File: src/rtl/rau_pkg.sv
package rau_pkg;

  typedef enum logic [2:0] {
    OP_ADD = 3'd0,
    OP_SUB = 3'd1,
    OP_MUL = 3'd2,
    OP_DIV = 3'd3,
    OP_CMP = 3'd4
  } op_e;

  localparam int unsigned FieldW = 32;
  localparam int unsigned DenW   = 31;

  // Magnitude width: products of two 32-bit values plus one carry bit.
  localparam int unsigned MagW = 2 * FieldW + 1;

  // One classified job handed from front to back.
  typedef struct packed {
    logic            arith;    // needs reduction
    logic            cmp_less;
    logic            cmp_greater;
    logic            cmp_same;
    logic            neg;      // signs of numerator and denominator differ
    logic [MagW-1:0] nm;
    logic [MagW-1:0] dm;
  } job_t;

  typedef struct packed {
    logic [FieldW-1:0] res_num;
    logic [DenW-1:0]   res_den;
    logic              less;
    logic              greater;
    logic              same;
    logic              undefined;
    logic              overflow;
  } res_t;

endpackage

File: src/rtl/rau_front.sv
// Front end: sign-extend operands, form products one after another
// (one 32x32 multiply per cycle), classify and emit one job.
module rau_front #(
  parameter int unsigned WIDTH = 32
) (
  input  logic                clk_i,
  input  logic                rst_ni,
  input  logic                in_valid_i,
  output logic                in_ready_o,
  input  logic [2:0]          op_i,
  input  logic [rau_pkg::FieldW-1:0] a_num_i,
  input  logic [rau_pkg::FieldW-1:0] a_den_i,
  input  logic [rau_pkg::FieldW-1:0] b_num_i,
  input  logic [rau_pkg::FieldW-1:0] b_den_i,
  output logic                job_valid_o,
  input  logic                job_ready_i,
  output rau_pkg::job_t       job_o
);
  localparam int unsigned PW = 2 * WIDTH;
  localparam int unsigned MW = rau_pkg::MagW;

  typedef enum logic [2:0] {S_IDLE, S_P0, S_P1, S_P2, S_BUILD, S_OUT} state_e;

  state_e              state_q;
  logic [2:0]          op_q;
  logic signed [WIDTH-1:0] an_q, ad_q, bn_q, bd_q;
  logic signed [PW-1:0] p0_q, p1_q, p2_q;   // an*bd, ad*bn, an*bn; p3 holds ad*bd
  logic signed [PW-1:0] p3_q;

  logic signed [WIDTH-1:0] mx, my;
  logic signed [PW-1:0]    prod;
  logic [MW-1:0]           m1, m2, mn, md, ssum;
  logic                    s1, s2, s2e, sn, sd;
  rau_pkg::job_t           job_d;

  // Shared multiplier: operand select by step.
  always_comb begin
    mx = an_q;
    my = bd_q;
    case (state_q)
      S_P0:    begin mx = an_q; my = bd_q; end
      S_P1:    begin mx = ad_q; my = bn_q; end
      S_P2:    begin mx = an_q; my = bn_q; end
      S_BUILD: begin mx = ad_q; my = bd_q; end
      default: begin mx = an_q; my = bd_q; end
    endcase
    prod = PW'(mx) * PW'(my);
  end

  function automatic logic [MW-1:0] mag(input logic signed [PW-1:0] v);
    logic [PW-1:0] u;
    u = v[PW-1] ? PW'(-v) : PW'(v);
    return MW'(u);
  endfunction

  // Classify using the registered products; p3 holds ad*bd.
  always_comb begin
    job_d = '0;
    m1 = mag(p0_q);
    m2 = mag(p1_q);
    s1 = p0_q[PW-1];
    s2 = p1_q[PW-1];
    s2e = (op_q == rau_pkg::OP_SUB && m2 != '0) ? ~s2 : s2;
    ssum = '0;
    sn = s1;
    if (s1 == s2e) begin
      ssum = m1 + m2; sn = s1;
    end else if (m1 >= m2) begin
      ssum = m1 - m2; sn = s1;
    end else begin
      ssum = m2 - m1; sn = s2e;
    end
    mn = ssum;
    md = mag(p3_q);
    sd = p3_q[PW-1];
    case (op_q)
      rau_pkg::OP_ADD, rau_pkg::OP_SUB: begin end
      rau_pkg::OP_MUL: begin
        mn = mag(p2_q); sn = p2_q[PW-1];
      end
      rau_pkg::OP_DIV: begin
        mn = m1; sn = s1; md = m2; sd = s2;
      end
      default: begin end
    endcase
    job_d.arith = (op_q < rau_pkg::OP_CMP);
    job_d.nm = mn;
    job_d.dm = md;
    job_d.neg = (mn != '0) && (sn != sd);
    if (op_q == rau_pkg::OP_CMP) begin
      job_d.nm = '0;
      job_d.dm = '0;
      job_d.neg = 1'b0;
      job_d.cmp_less = p0_q < p1_q;
      job_d.cmp_greater = p0_q > p1_q;
      job_d.cmp_same = (an_q == bn_q) && (ad_q == bd_q);
    end
  end

  // Sequence input capture, four multiplies and job hand-off.
  always_ff @(posedge clk_i or negedge rst_ni) begin
    if (!rst_ni) begin
      state_q <= S_IDLE;
    end else begin
      case (state_q)
        S_IDLE: if (in_valid_i) state_q <= S_P0;
        S_P0:    state_q <= S_P1;
        S_P1:    state_q <= S_P2;
        S_P2:    state_q <= S_BUILD;
        S_BUILD: state_q <= S_OUT;
        S_OUT:   if (job_ready_i) state_q <= S_IDLE;
        default: state_q <= S_IDLE;
      endcase
    end
  end

  always_ff @(posedge clk_i) begin
    if (state_q == S_IDLE && in_valid_i) begin
      op_q <= op_i;
      an_q <= a_num_i[WIDTH-1:0];
      ad_q <= a_den_i[WIDTH-1:0];
      bn_q <= b_num_i[WIDTH-1:0];
      bd_q <= b_den_i[WIDTH-1:0];
    end
    if (state_q == S_P0) p0_q <= prod;
    if (state_q == S_P1) p1_q <= prod;
    if (state_q == S_P2) p2_q <= prod;
    if (state_q == S_BUILD) p3_q <= prod;
  end

  // Job is combinational from held registers during S_OUT (p3 is ready then).
  assign in_ready_o  = (state_q == S_IDLE);
  assign job_valid_o = (state_q == S_OUT);
  assign job_o       = job_d;
endmodule

File: config.mk
export PLATFORM = sky130hd
export DESIGN_NAME = rau_front
export DESIGN_NICKNAME = d
export VERILOG_FILES = /design/src/rtl/rau_pkg.sv /design/src/rtl/rau_front.sv
export SDC_FILE = /design/constraint.sdc
export NUM_CORES = 2
export LEC_CHECK = 0
export BUFFER_PORTS_ARGS = -buffer_cell sky130_fd_sc_hd__buf_2
export CORE_MARGIN = 1.5
export CORE_UTILIZATION = 37
export DETAILED_ROUTE_END_ITERATION = 16
export GPL_TIMING_DRIVEN = 0
export HOLD_SLACK_MARGIN = 0.1
export PLACE_DENSITY = 0.51
export SYNTH_ARGS = -nofsm -noshare
export SYNTH_HDL_FRONTEND = slang
export SYNTH_SLANG_ARGS = --single-unit
File: constraint.sdc
create_clock -name clk_i -period 19 [get_ports clk_i]
set_clock_uncertainty 0.05 [all_clocks]
set_input_delay 3.8 -clock clk_i [delete_from_list [all_inputs] [get_ports clk_i]]
set_output_delay 3.8 -clock clk_i [all_outputs]
set_load 0.05 [all_outputs]
==> summary.md <==
| Metric | Value |
|---|---|
| Yosys top cell area share | 30.8% |
| Worst-Skew Late Latency | 0.69 ns |
| Asr flop ratio synth | 0.769% |
| Area contributors post-synth | fa_1 (31%), edfxtp_1 (16%), ha_1 (7.9%), inv_1 (6.7%), nor2_1 (5.0%) |
| Most frequent cell after synthesis | inv_1 |
| Top-Level Pins | 272 |
| Cell taking the most area after synthesis | fa_1 |
| Final WL | 368,000 microns |
| Clock transition at the registers of the reported paths | 0.06 ns |
| Max clock buf depth | 3 |
| Die width | 439 microns |
| Vias per cell | 5.79 |
| Kind of critical path | reg -> out |
| Number of DRC markers in iteration 0 | 5,678 |
| DP Worst Slack | 0.469 ns |
| Synth Net Count | 9,554 |
| Sequential-to-total area share from yosys stat | 16.6% |
| DRT antenna net count | 0 |
| Post CTS Setup Buffer Count | 0 |
| CTS H-tree depth | 2 |
| Main synth FF type | edfxtp_1 |
| Seq cells post-synth | 390 |
| Commonest cells post-synth | inv_1 (1,250), fa_1 (1,085), nor2_1 (933) |
| Placer Congestion | 1.04 |
| DRC viols | 0 |
| Layout Area Growth over Synthesis | 9.85% |
| Worst setup margin | -0.104 ns |
| HP Class | reg -> reg |
| Final-stage net count | 9,921 |
| Final Hold Viols | 0 |
| Failing checks | max-capacitance violations, max-slew violations, negative setup slack |
| Minimum clock period | 19.10 ns |
| Synth cell types | 92 |
| Drt pass-1 iters | 8 |
| First-pass GRT wire length | 507,000 microns |
| Antenna violations before repair | 17 |
| Data required, critical path | 15.15 ns |
| Status | finished with violations |
| Buf/Inv on CP | 11 |
| Worst Tran Pin Value | 1.52 ns |
| Mapped Cells | 7,891 |
| CTS root buffer | clkbuf_16 |
| Crit path max fanout | 19 |
| TritonCTS clock tree | built |
| Hold buffers post-CTS | 0 |
| Crit path DAT | 15.25 ns |
| CTS buffer count | 50 |
| Vias | 62,534 |
| RSZ-0062 raised after global routing | false |
| Clock sinks | 390 |
| CORE AREA | 188,000 sq um |
| Fmax | 52.3 MHz |
| Number of enable flip-flop cells after synthesis | 387 |
| Number of synthesis warnings | 0 |
| Most used cell, CP | clkbuf_1 |
| Die Y | 439 microns |
| Share of layout cells above drive strength 1 | 7.15% |
| CP top delay family | buffers and inverters |
| Row cnt | 159 |
| Tot GR Track Use | 37.9% |
| CP max-delay cell | clkdlybuf4s15_1 |
| DR WL/cell | 34.1 microns |
| Dpl hpwl | 318,000 microns |
| Vias in the first global route | 64,792 |
| Crit start category | register |
| Fin. max-slew vios | 48 |
| IO Port Bufs | 270 |
| Remaining global-route overflow | 0 |
| Final setup vio count | 1 |
| Die area | 193,000 sq um |
| Post-Syn Area | 70,400 sq um |
| Tcrit/Tclk final | 101% |
| Worst rel slew slack | -4.24% |
| Crit. End Element | output port |
| Max Cap Violations | 10 |
| Syn_area_per_cell | 8.93 sq um |
| Largest net degree at the start of global routing | 73 |
| CP max stage delay | 1.02 ns |
| Starting density of the core | 37.4% |
[cell usage in the layout, fill, tap and decap left out, types with 75 or more instances in the layout]
master	n
nor3_1	89
xnor2_1	289
ha_1	443
a211oi_1	125
mux2i_1	93
nand4_1	93
nor2_1	929
edfxtp_1	387
xor2_1	126
nand2_1	723
a21o_1	77
buf_2	281
o21bai_1	75
o31ai_1	110
clkbuf_1	313
nor4_1	75
fa_1	1084
a21oi_1	392
inv_1	1250
nand3_1	88
o21ai_0	247
[cell families (layout without fill, tap and decap cells)]
group | count (synthesis) | count (layout) | synth area share [%]
AOI/OAI and AO/OA | 1386 | 1386 | 12.8
xor gates and xnor gates | 418 | 418 | 5.24
adders and majority gates | 1528 | 1528 | 38.7
buffers and inverters | 1616 | 2022 | 8.71
DFF | 390 | 390 | 16.6
muxes | 190 | 190 | 2.82
other | 1 | 10 | 0.00532
and+or+nand+nor | 2362 | 2362 | 15.1
[through the flow]
stage	instance area, sq um	utilization [%]	hold WS, ns	setup TNS (ns)	std cells
2_1_floorplan	70400	-	0.487	0	7891
3_3_place_gp	74900	39.8	0.537	-475.14	10656
3_5_place_dp	75700	40.2	0.576	0	10699
4_1_cts	77300	41.0	0.588	0	10789
5_1_grt	77400	41.1	0.654	0	10794
6_report	77400	41.1	0.592	-0.104	10801
[final timing paths]
check | startpoint | endpoint | slack [ns] | depth (start not counted)
setup / recovery | p1_q[63] | job_o[130] | -0.10 | 29
hold / removal | state_q[2] | state_q[0] | 0.59 | 1
setup reg to reg | state_q[1] | p0_q[62] | 4.26 | 38
hold reg to reg | state_q[2] | state_q[0] | 0.59 | 1
max in group asynchronous | rst_ni | state_q[0] | 15.90 | 1
min in group asynchronous | rst_ni | state_q[1] | 2.88 | 1
[worst reg2reg max path, delay by kind of cell (launching register included)]
kind,cells,cell delay [ns]
compound gates,9,2.49
xor+xnor,1,0.83
fa+ha+maj,9,4.40
buf+inv,7,2.45
flops,1,0.36
mux,1,1.29
simple gates,11,2.54
[metal layers]
| metal | track usage (%) | vias to the layer above | wire length, microns |
|---|---|---|---|
| li1 | - | 26781 | - |
| met1 | 44.2 | 31811 | 139000 |
| met2 | 63.5 | 2968 | 173000 |
| met3 | 4.97 | 966 | 21900 |
| met4 | 28.6 | 8 | 34100 |
| met5 | 0 | - | 65 |
[registers in the layout, indices dropped and copies added, names as in the netlist]
name	cells
bd_q	32
p1_q	64
p3_q	64
op_q	3
state_q	3
p2_q	64
p0_q	64
bn_q	32
ad_q	32
an_q	32
[area by class of cell]
type                       count  area (sq um)
fill                       19215        111000
multi-input combinational   5885         52800
sequential                   390         11700
inverter                    1260          4730
tap                         2495          3120
timing repair buffer         316          1940
buffer                       355          1420
clock buffer                  57          1280
clock inverter                34           355
antenna                        9          22.5
[what timing repair did]
action / CTS / global route
endpoints found under the hold margin: 0 / 0
pin swaps: 0 / 0
resized for setup: 3 / 3
setup endpoints to repair: 1 / 1
Power is not shown: default switching activity piles up to over one toggle a cycle in this logic, so the estimate is an artifact.
