==> src/rtl/rau_pkg.sv <==
package rau_pkg;

  typedef enum logic [2:0] {
    OP_ADD = 3'd0,
    OP_SUB = 3'd1,
    OP_MUL = 3'd2,
    OP_DIV = 3'd3,
    OP_CMP = 3'd4
  } op_e;

  localparam int unsigned FieldW = 32;
  localparam int unsigned DenW   = 31;

  // Magnitude width: products of two 32-bit values plus one carry bit.
  localparam int unsigned MagW = 2 * FieldW + 1;

  // One classified job handed from front to back.
  typedef struct packed {
    logic            arith;    // needs reduction
    logic            cmp_less;
    logic            cmp_greater;
    logic            cmp_same;
    logic            neg;      // signs of numerator and denominator differ
    logic [MagW-1:0] nm;
    logic [MagW-1:0] dm;
  } job_t;

  typedef struct packed {
    logic [FieldW-1:0] res_num;
    logic [DenW-1:0]   res_den;
    logic              less;
    logic              greater;
    logic              same;
    logic              undefined;
    logic              overflow;
  } res_t;

endpackage

==> src/rtl/rau_queue.sv <==
// Two-entry job queue between front and back.
module rau_queue (
  input  logic          clk_i,
  input  logic          rst_ni,
  input  logic          wr_valid_i,
  output logic          wr_ready_o,
  input  rau_pkg::job_t wr_data_i,
  output logic          rd_valid_o,
  input  logic          rd_ready_i,
  output rau_pkg::job_t rd_data_o
);
  rau_pkg::job_t mem_q [2];
  logic          wp_q, rp_q;
  logic [1:0]    cnt_q;
  logic          wr, rd;

  assign wr_ready_o = (cnt_q != 2'd2);
  assign rd_valid_o = (cnt_q != 2'd0);
  assign rd_data_o  = mem_q[rp_q];
  assign wr = wr_valid_i && wr_ready_o;
  assign rd = rd_valid_o && rd_ready_i;

  always_ff @(posedge clk_i or negedge rst_ni) begin
    if (!rst_ni) begin
      wp_q <= 1'b0; rp_q <= 1'b0; cnt_q <= 2'd0;
    end else begin
      if (wr) wp_q <= ~wp_q;
      if (rd) rp_q <= ~rp_q;
      cnt_q <= cnt_q + {1'b0, wr} - {1'b0, rd};
    end
  end

  always_ff @(posedge clk_i) begin
    if (wr) mem_q[wp_q] <= wr_data_i;
  end
endmodule

==> config.mk <==
export PLATFORM = sky130hd
export DESIGN_NAME = rau_queue
export DESIGN_NICKNAME = d
export VERILOG_FILES = /design/src/rtl/rau_pkg.sv /design/src/rtl/rau_queue.sv
export SDC_FILE = /design/constraint.sdc
export NUM_CORES = 1
export LEC_CHECK = 0
export BUFFER_PORTS_ARGS = -buffer_cell sky130_fd_sc_hd__buf_2
export CAP_MARGIN = 40
export CORE_MARGIN = 2
export CORE_UTILIZATION = 54
export CTS_BUF_LIST = sky130_fd_sc_hd__clkbuf_4
export CTS_CLUSTER_DIAMETER = 100
export DETAILED_ROUTE_END_ITERATION = 12
export GPL_ROUTABILITY_DRIVEN = 0
export PLACE_DENSITY_LB_ADDON = 0.25
export SYNTH_ARGS = -nofsm -noshare
export SYNTH_HDL_FRONTEND = slang
export SYNTH_SLANG_ARGS = --single-unit
==> constraint.sdc <==
create_clock -name clk_i -period 8.8 [get_ports clk_i]
set_input_delay 2.64 -clock clk_i [delete_from_list [all_inputs] [get_ports clk_i]]
set_output_delay 2.64 -clock clk_i [all_outputs]
set_load 0.01 [all_outputs]
==> results of run 1 <==
## power groups by stage
stage	combinational, W	sequential [W]	clock, W
floorplan	0.000851	0.00189	0
global placement	0.00119	0.00193	0
detailed placement	0.00131	0.00190	0
CTS	0.00132	0.00187	0.00107
global route	0.00139	0.00190	0.00114
finish	0.00129	0.00187	0.00104
## synthesized netlist by cell type (2+ instances only)
master / instances
buf_6: 6
mux2_2: 95
dfrtp_1: 4
edfxtp_1: 270
ha_1: 2
buf_2: 9
xnor2_1: 3
mux2_4: 40
## per-layer routing
metal | up-vias | global-route usage | wire (µm) | part of all wire
li1 | 2469 | - | - | -
met1 | 2559 | 0.210 | 7010 | 0.37
met2 | 244 | 0.323 | 9550 | 0.50
met3 | 44 | 0.0968 | 2100 | 0.11
met4 | 0 | 0.0763 | 478 | 0.025
met5 | - | 0 | 0 | 0
## critical path, delay by kind of cell (launching register included)
family / cells / cell delay, ps
muxes: 1 / 380
DFF: 1 / 610
buffers and inverters: 4 / 1250
## flip-flops by register name (all words and copies together), names as in the netlist
register,flops
mem_q,270
wp_q,1
cnt_q,2
rp_q,1
## path summary, 6_finish.rpt
check	end	cells after the start
max	rd_data_o[46]	5
min	cnt_q[0]	1
max reg2reg	mem_q[1][74]	5
min reg2reg	cnt_q[0]	1
max in group asynchronous	rp_q	1
min in group asynchronous	rp_q	1
## final cells by class
type / instances / area, µm² / share of cell area
well taps: 229 / 287 / 0.0226
inverters: 1 / 3.75 / 0.000296
flip-flops and latches: 274 / 8210 / 0.647
multi-input cells: 147 / 1780 / 0.140
clock buffers: 100 / 751 / 0.0591
repair buffers: 284 / 1540 / 0.122
diodes: 4 / 10.0 / 0.000788
clock inverters: 16 / 113 / 0.00887
## metrics by stage
step	utilization	hold WS, ps	cell area [µm²]	instances
6_report	0.700	526	12700	1055
5_1_grt	0.699	573	12700	1054
4_1_cts	0.699	528	12700	1051
3_5_place_dp	0.651	513	11800	935
3_3_place_gp	0.644	493	11700	930
2_1_floorplan	-	479	10100	437
## logic make-up (layout without fill, tap and decap cells)
family                     count (synthesis)  count (layout)  share of synthesized area
buffers and inverters                     16             401                     0.0115
adders and majority gates                  2               2                    0.00248
xor gates and xnor gates                   4               4                    0.00347
and+or+nand+nor                            6               6                    0.00323
DFF                                      274             274                      0.814
muxes                                    135             135                      0.166
other                                      0               4                          0
==> results.toml, run 1 <==
[power]
clkPwrFrac = 0.247
power_density_nw_per_um2 = 331
switching_share = 0.289
switchingPower_w = 0.00122
pwr-share-seq = 0.445
p_total_w = 0.00420
combPwrFrac = 0.308
power.leakage_nw = 4.98
p_int_w = 0.00298
ir_worst_vdd_mv = 0.209

[drt]
ant_nets = 0
drtIter0Drc = 271
wire_per_inst_um = 18.1
vias = 5316
routed_wl_um = 19100
firstDrtPassIters = 4
vias_per_cell = 5.04
drc = 0

[timing]
worst_slack_ps = 3240
fin_setup_tns_ps = 0
slew_viol_final = 0
fin_crit_sh = 0.632
min_period_ps = 5560
timing.slew.headroom = 0.384
skew_ps = 34.5
worstMarginPinSlew_ps = 924
finalSetupViolCount = 0
rsz0062_at_grt = "false"
fmax_mhz = 180
final-hold-violation-count = 0

[placement]
pre_cts_slack_ps = 3830
io_buffer_count = 275
post-dp-hpwl_um = 12900

[clock_network]
insertion_delay_ps = 630
postCtsHoldBufs = 0
clock-sinks = 274
cts.clk_slew.worst_paths_ps = 70
cts-root-buf = "clkbuf_4"
post_cts_buffers = 0
cts_resized = 0
cts_htree_levels = 3
cts_buffer_depth = 3
cts_made_buffers = 70
cts_tree = "built"

[setup_path]
r2r_start = "cnt_q[1]"
slowest_stage = "dfrtp_4"
path_cells = "buf_16, buf_4, buf_16, mux2_2, buf_2"
crit_path_end_kind = "primary output"
critPathLaunchType = "flop"
worstPathMaxFanout = 45
cpPeakStageDelay_ps = 610
path_class = "flop to primary output"
r2r_slack_ps = 6540
crit_start = "rp_q"
arrival_ps = 2920
cp.required_ps = 6160
crit_top_cell = "buf_16"

[yosys]
syn_inst = 437
synth-seq-area-share = 0.814
synth_cell_types = 16
synthesis.nets = 578
yosysWarnings = 0
postSynthAreaPerCell_um2 = 23.1
syn_area_um2 = 10100
yosys_register_bits = 274
synth.top_cell.area_share = 0.804
ys.flop_type = "edfxtp_1"
synthArstFlopShare = 0.0146
synthTopCellsByArea = "edfxtp_1 80%, mux2_2 11%, mux2_4 6.0%, dfrtp_1 0.99%, buf_6 0.67%"
synth_top_cell_by_area = "edfxtp_1"
synth-edff-count = 270

[global_route]
grt_pass1_vias = 5790
overflow = 0
grtUsageTotal = 0.193
grt_antenna_before_repair = 4
grt_pass1_wl_um = 29300
grt_max_degree = 68

[layout]
layout_commonest_cell = "buf_2"
drive_gt1_frac = 0.640
final_cell_mix = "275 x buf_2, 270 x edfxtp_1, 100 x clkbuf_4, 95 x mux2_2, 40 x mux2_4"
syn_to_final_growth_pct = 25.8
n_fill_cell = 1203
nets = 919

[floorplanning]
io_pins = 276
fp-row-count = 49
die_h_um = 141
die_width_um = 141
die-area_um2 = 19800
start_util = 0.556
core-area_um2 = 18100

[worst_hold_path]
min_path_type = "flop to flop"
hp-start = "cnt_q[0]"

[job]
drv_cap = 0

[run_status]
status = "completed"
No activity file was read; power rests on OpenSTA's default activity.
==> run 2, diff against run 1 <==
Settings changed: ABC_AREA from default to 1, CORE_UTILIZATION 54 to 49.
Clock period 8.8 ns to 4.6 ns, I/O delays scaled along.
==> results.toml, run 2 <==
[setup_path]
crit_start = "rp_q"
path_cells = "inv_4, buf_4, nand2_1, nand2_1, buf_2"
path_class = "flop to primary output"
worstPathMaxFanout = 80
arrival_ps = 2480
crit_end = "rd_data_o[10]"
critPathTopFamily = "buffers and inverters"
r2r_start = "wp_q"
cp_num_buf_inv = 3
slowest_stage = "dfrtp_4"
r2r_slack_ps = 2640
critPathLaunchType = "flop"
cpPeakStageDelay_ps = 690
crit_top_cell = "nand2_1"
crit_path_end_kind = "primary output"
cp.required_ps = 3220
rr_endpoint = "mem_q[0][106]"
worst-r2r-cell-count = 4
crit_cells = 5

[clock_network]
cts.clk_slew.worst_paths_ps = 60
cts_htree_levels = 3
cts-root-buf = "clkbuf_4"
cts_made_buffers = 70
cts_resized = 0
cts_tree = "built"
insertion_delay_ps = 630
clock-sinks = 274
cts_buffer_depth = 3
postCtsHoldBufs = 0
post_cts_buffers = 0

[layout]
layout_commonest_cell = "nand2_1"
instances_no_fill = 1379
regMostFlops = "mem_q"
final_cell_mix = "418 x nand2_1, 275 x buf_2, 270 x edfxtp_1, 89 x clkbuf_4, 18 x clkinv_1"
nets = 1204
n_fill_cell = 1579
top_regs = "mem_q x270, cnt_q x2"
largest_reg_flops = 270
syn_to_final_growth_pct = 25.1
drive_gt1_frac = 0.347

[yosys]
synthesis.nets = 877
post-synth-top-count-cell = "nand2_1"
synth-seq-area-share = 0.820
ys.flop_type = "edfxtp_1"
yosys-top-cells-count = "418 x nand2_1, 270 x edfxtp_1, 15 x buf_2"
postSynthAreaPerCell_um2 = 13.6
yosys_register_bits = 274
synth.top_cell.area_share = 0.810
synthArstFlopShare = 0.0146
synth-edff-count = 270
synth_top_cell_by_area = "edfxtp_1"
synth_cell_types = 12
synthTopCellsByArea = "edfxtp_1 81%, nand2_1 16%, dfrtp_1 1.0%, buf_2 0.75%, clkbuf_1 0.34%"
yosysWarnings = 0
syn_inst = 736
syn_area_um2 = 10000

[run_status]
status = "completed"

[worst_hold_path]
hp-start = "wp_q"
min_path_type = "flop to flop"

[drt]
vias_per_cell = 4.67
drtIter0Drc = 248
drc = 0
wire_per_inst_um = 14.7
routed_wl_um = 20200
ant_nets = 0
firstDrtPassIters = 4
vias = 6443

[floorplanning]
die_h_um = 147
io_pins = 276
core-area_um2 = 20100
fp-row-count = 52
die_width_um = 147
die-area_um2 = 21600
start_util = 0.498

[global_route]
overflow = 0
grt_max_degree = 81
use_met3 = 0.0885
grt_antenna_before_repair = 5
grt_busiest_layer = "met2"
grtUsageTotal = 0.184
grt_pass1_vias = 6290
met2_usage = 0.294
grt_util_met1 = 0.211
grt_pass1_wl_um = 30800

[timing]
finalSetupViolCount = 0
min_period_ps = 3860
fmax_mhz = 259
rsz0062_at_grt = "false"
timing.slew.headroom = 0.437
fin_crit_sh = 0.839
fin_setup_tns_ps = 0
final-hold-violation-count = 0
holdWs_ps = 480
skew_ps = 29.2
worstMarginPinSlew_ps = 844
slew_viol_final = 0

[power]
ir_worst_vdd_mv = 0.344
p_total_w = 0.00798
power_density_nw_per_um2 = 637
power.leakage_nw = 5.50

[placement]
dp.cells = 1261
io_buffer_count = 275
post-dp-hpwl_um = 12300

[job]
drv_cap = 0
## run 2: changes by cell type after synthesis, moves of 5 or more
cell      previous run  this run
nand2_1              1       418
mux2_2              95         0
mux2_4              40         0
clkbuf_1             0         9
inv_1                1         8
buf_2                9        15
buf_6                6         1
## run 2: how the worst min path moves through the flow
| stage | endpoint | slack [ps] | cells after the start |
|---|---|---|---|
| floorplan | wp_q | 440 | 2 |
| global placement | wp_q | 460 | 2 |
| detailed placement | wp_q | 470 | 2 |
| CTS | wp_q | 480 | 2 |
| global route | cnt_q[0] | 500 | 1 |
| finish | wp_q | 480 | 2 |
## run 2: layout make-up
type | count | area [µm²] | share of cell area
multi-input combinational | 424 | 1620 | 0.129
antenna | 5 | 12.5 | 0.000999
clock inverter | 24 | 170 | 0.0136
clock buffer | 89 | 668 | 0.0534
inverter | 9 | 41.3 | 0.00330
sequential | 274 | 8210 | 0.656
timing repair buffer | 284 | 1460 | 0.116
tap | 270 | 338 | 0.0270
## run 2: cells by family (layout without fill, tap and decap cells)
logic type                 Yosys count  in the layout  synth area share
DFF                                274            274             0.820
adders and majority gates            2              2           0.00250
buffers and inverters               38            406            0.0184
and+or+nand+nor                    422            422             0.159
other                                0              5                 0
## run 2: layer usage
metal  vias up  part of all wire
li1       3178                 -
met4         2             0.022
met5         -           0.00064
met2       257              0.47
met1      2969              0.39
met3        37              0.12
## run 2: through the flow
stage / area, µm² / utilization / setup slack [ps]
6_report: 12500 / 0.623 / 740
5_1_grt: 12500 / 0.622 / 524
4_1_cts: 12500 / 0.622 / 655
3_5_place_dp: 11700 / 0.580 / 1370
3_3_place_gp: 11700 / 0.580 / 1390
2_1_floorplan: 10000 / - / 22.0
## run 2: report_power, final
part           leakage (nW)  switching, W  internal (W)
clock network         0.493      0.000883       0.00107
logic                  2.45       0.00165      0.000794
registers              2.56      0.000172       0.00340
## run 2: tightest hold or removal path: cells and delay by family, from the launching register on
family / cells / cell delay (ps)
and+or+nand+nor: 2 / 100
DFF: 1 / 350
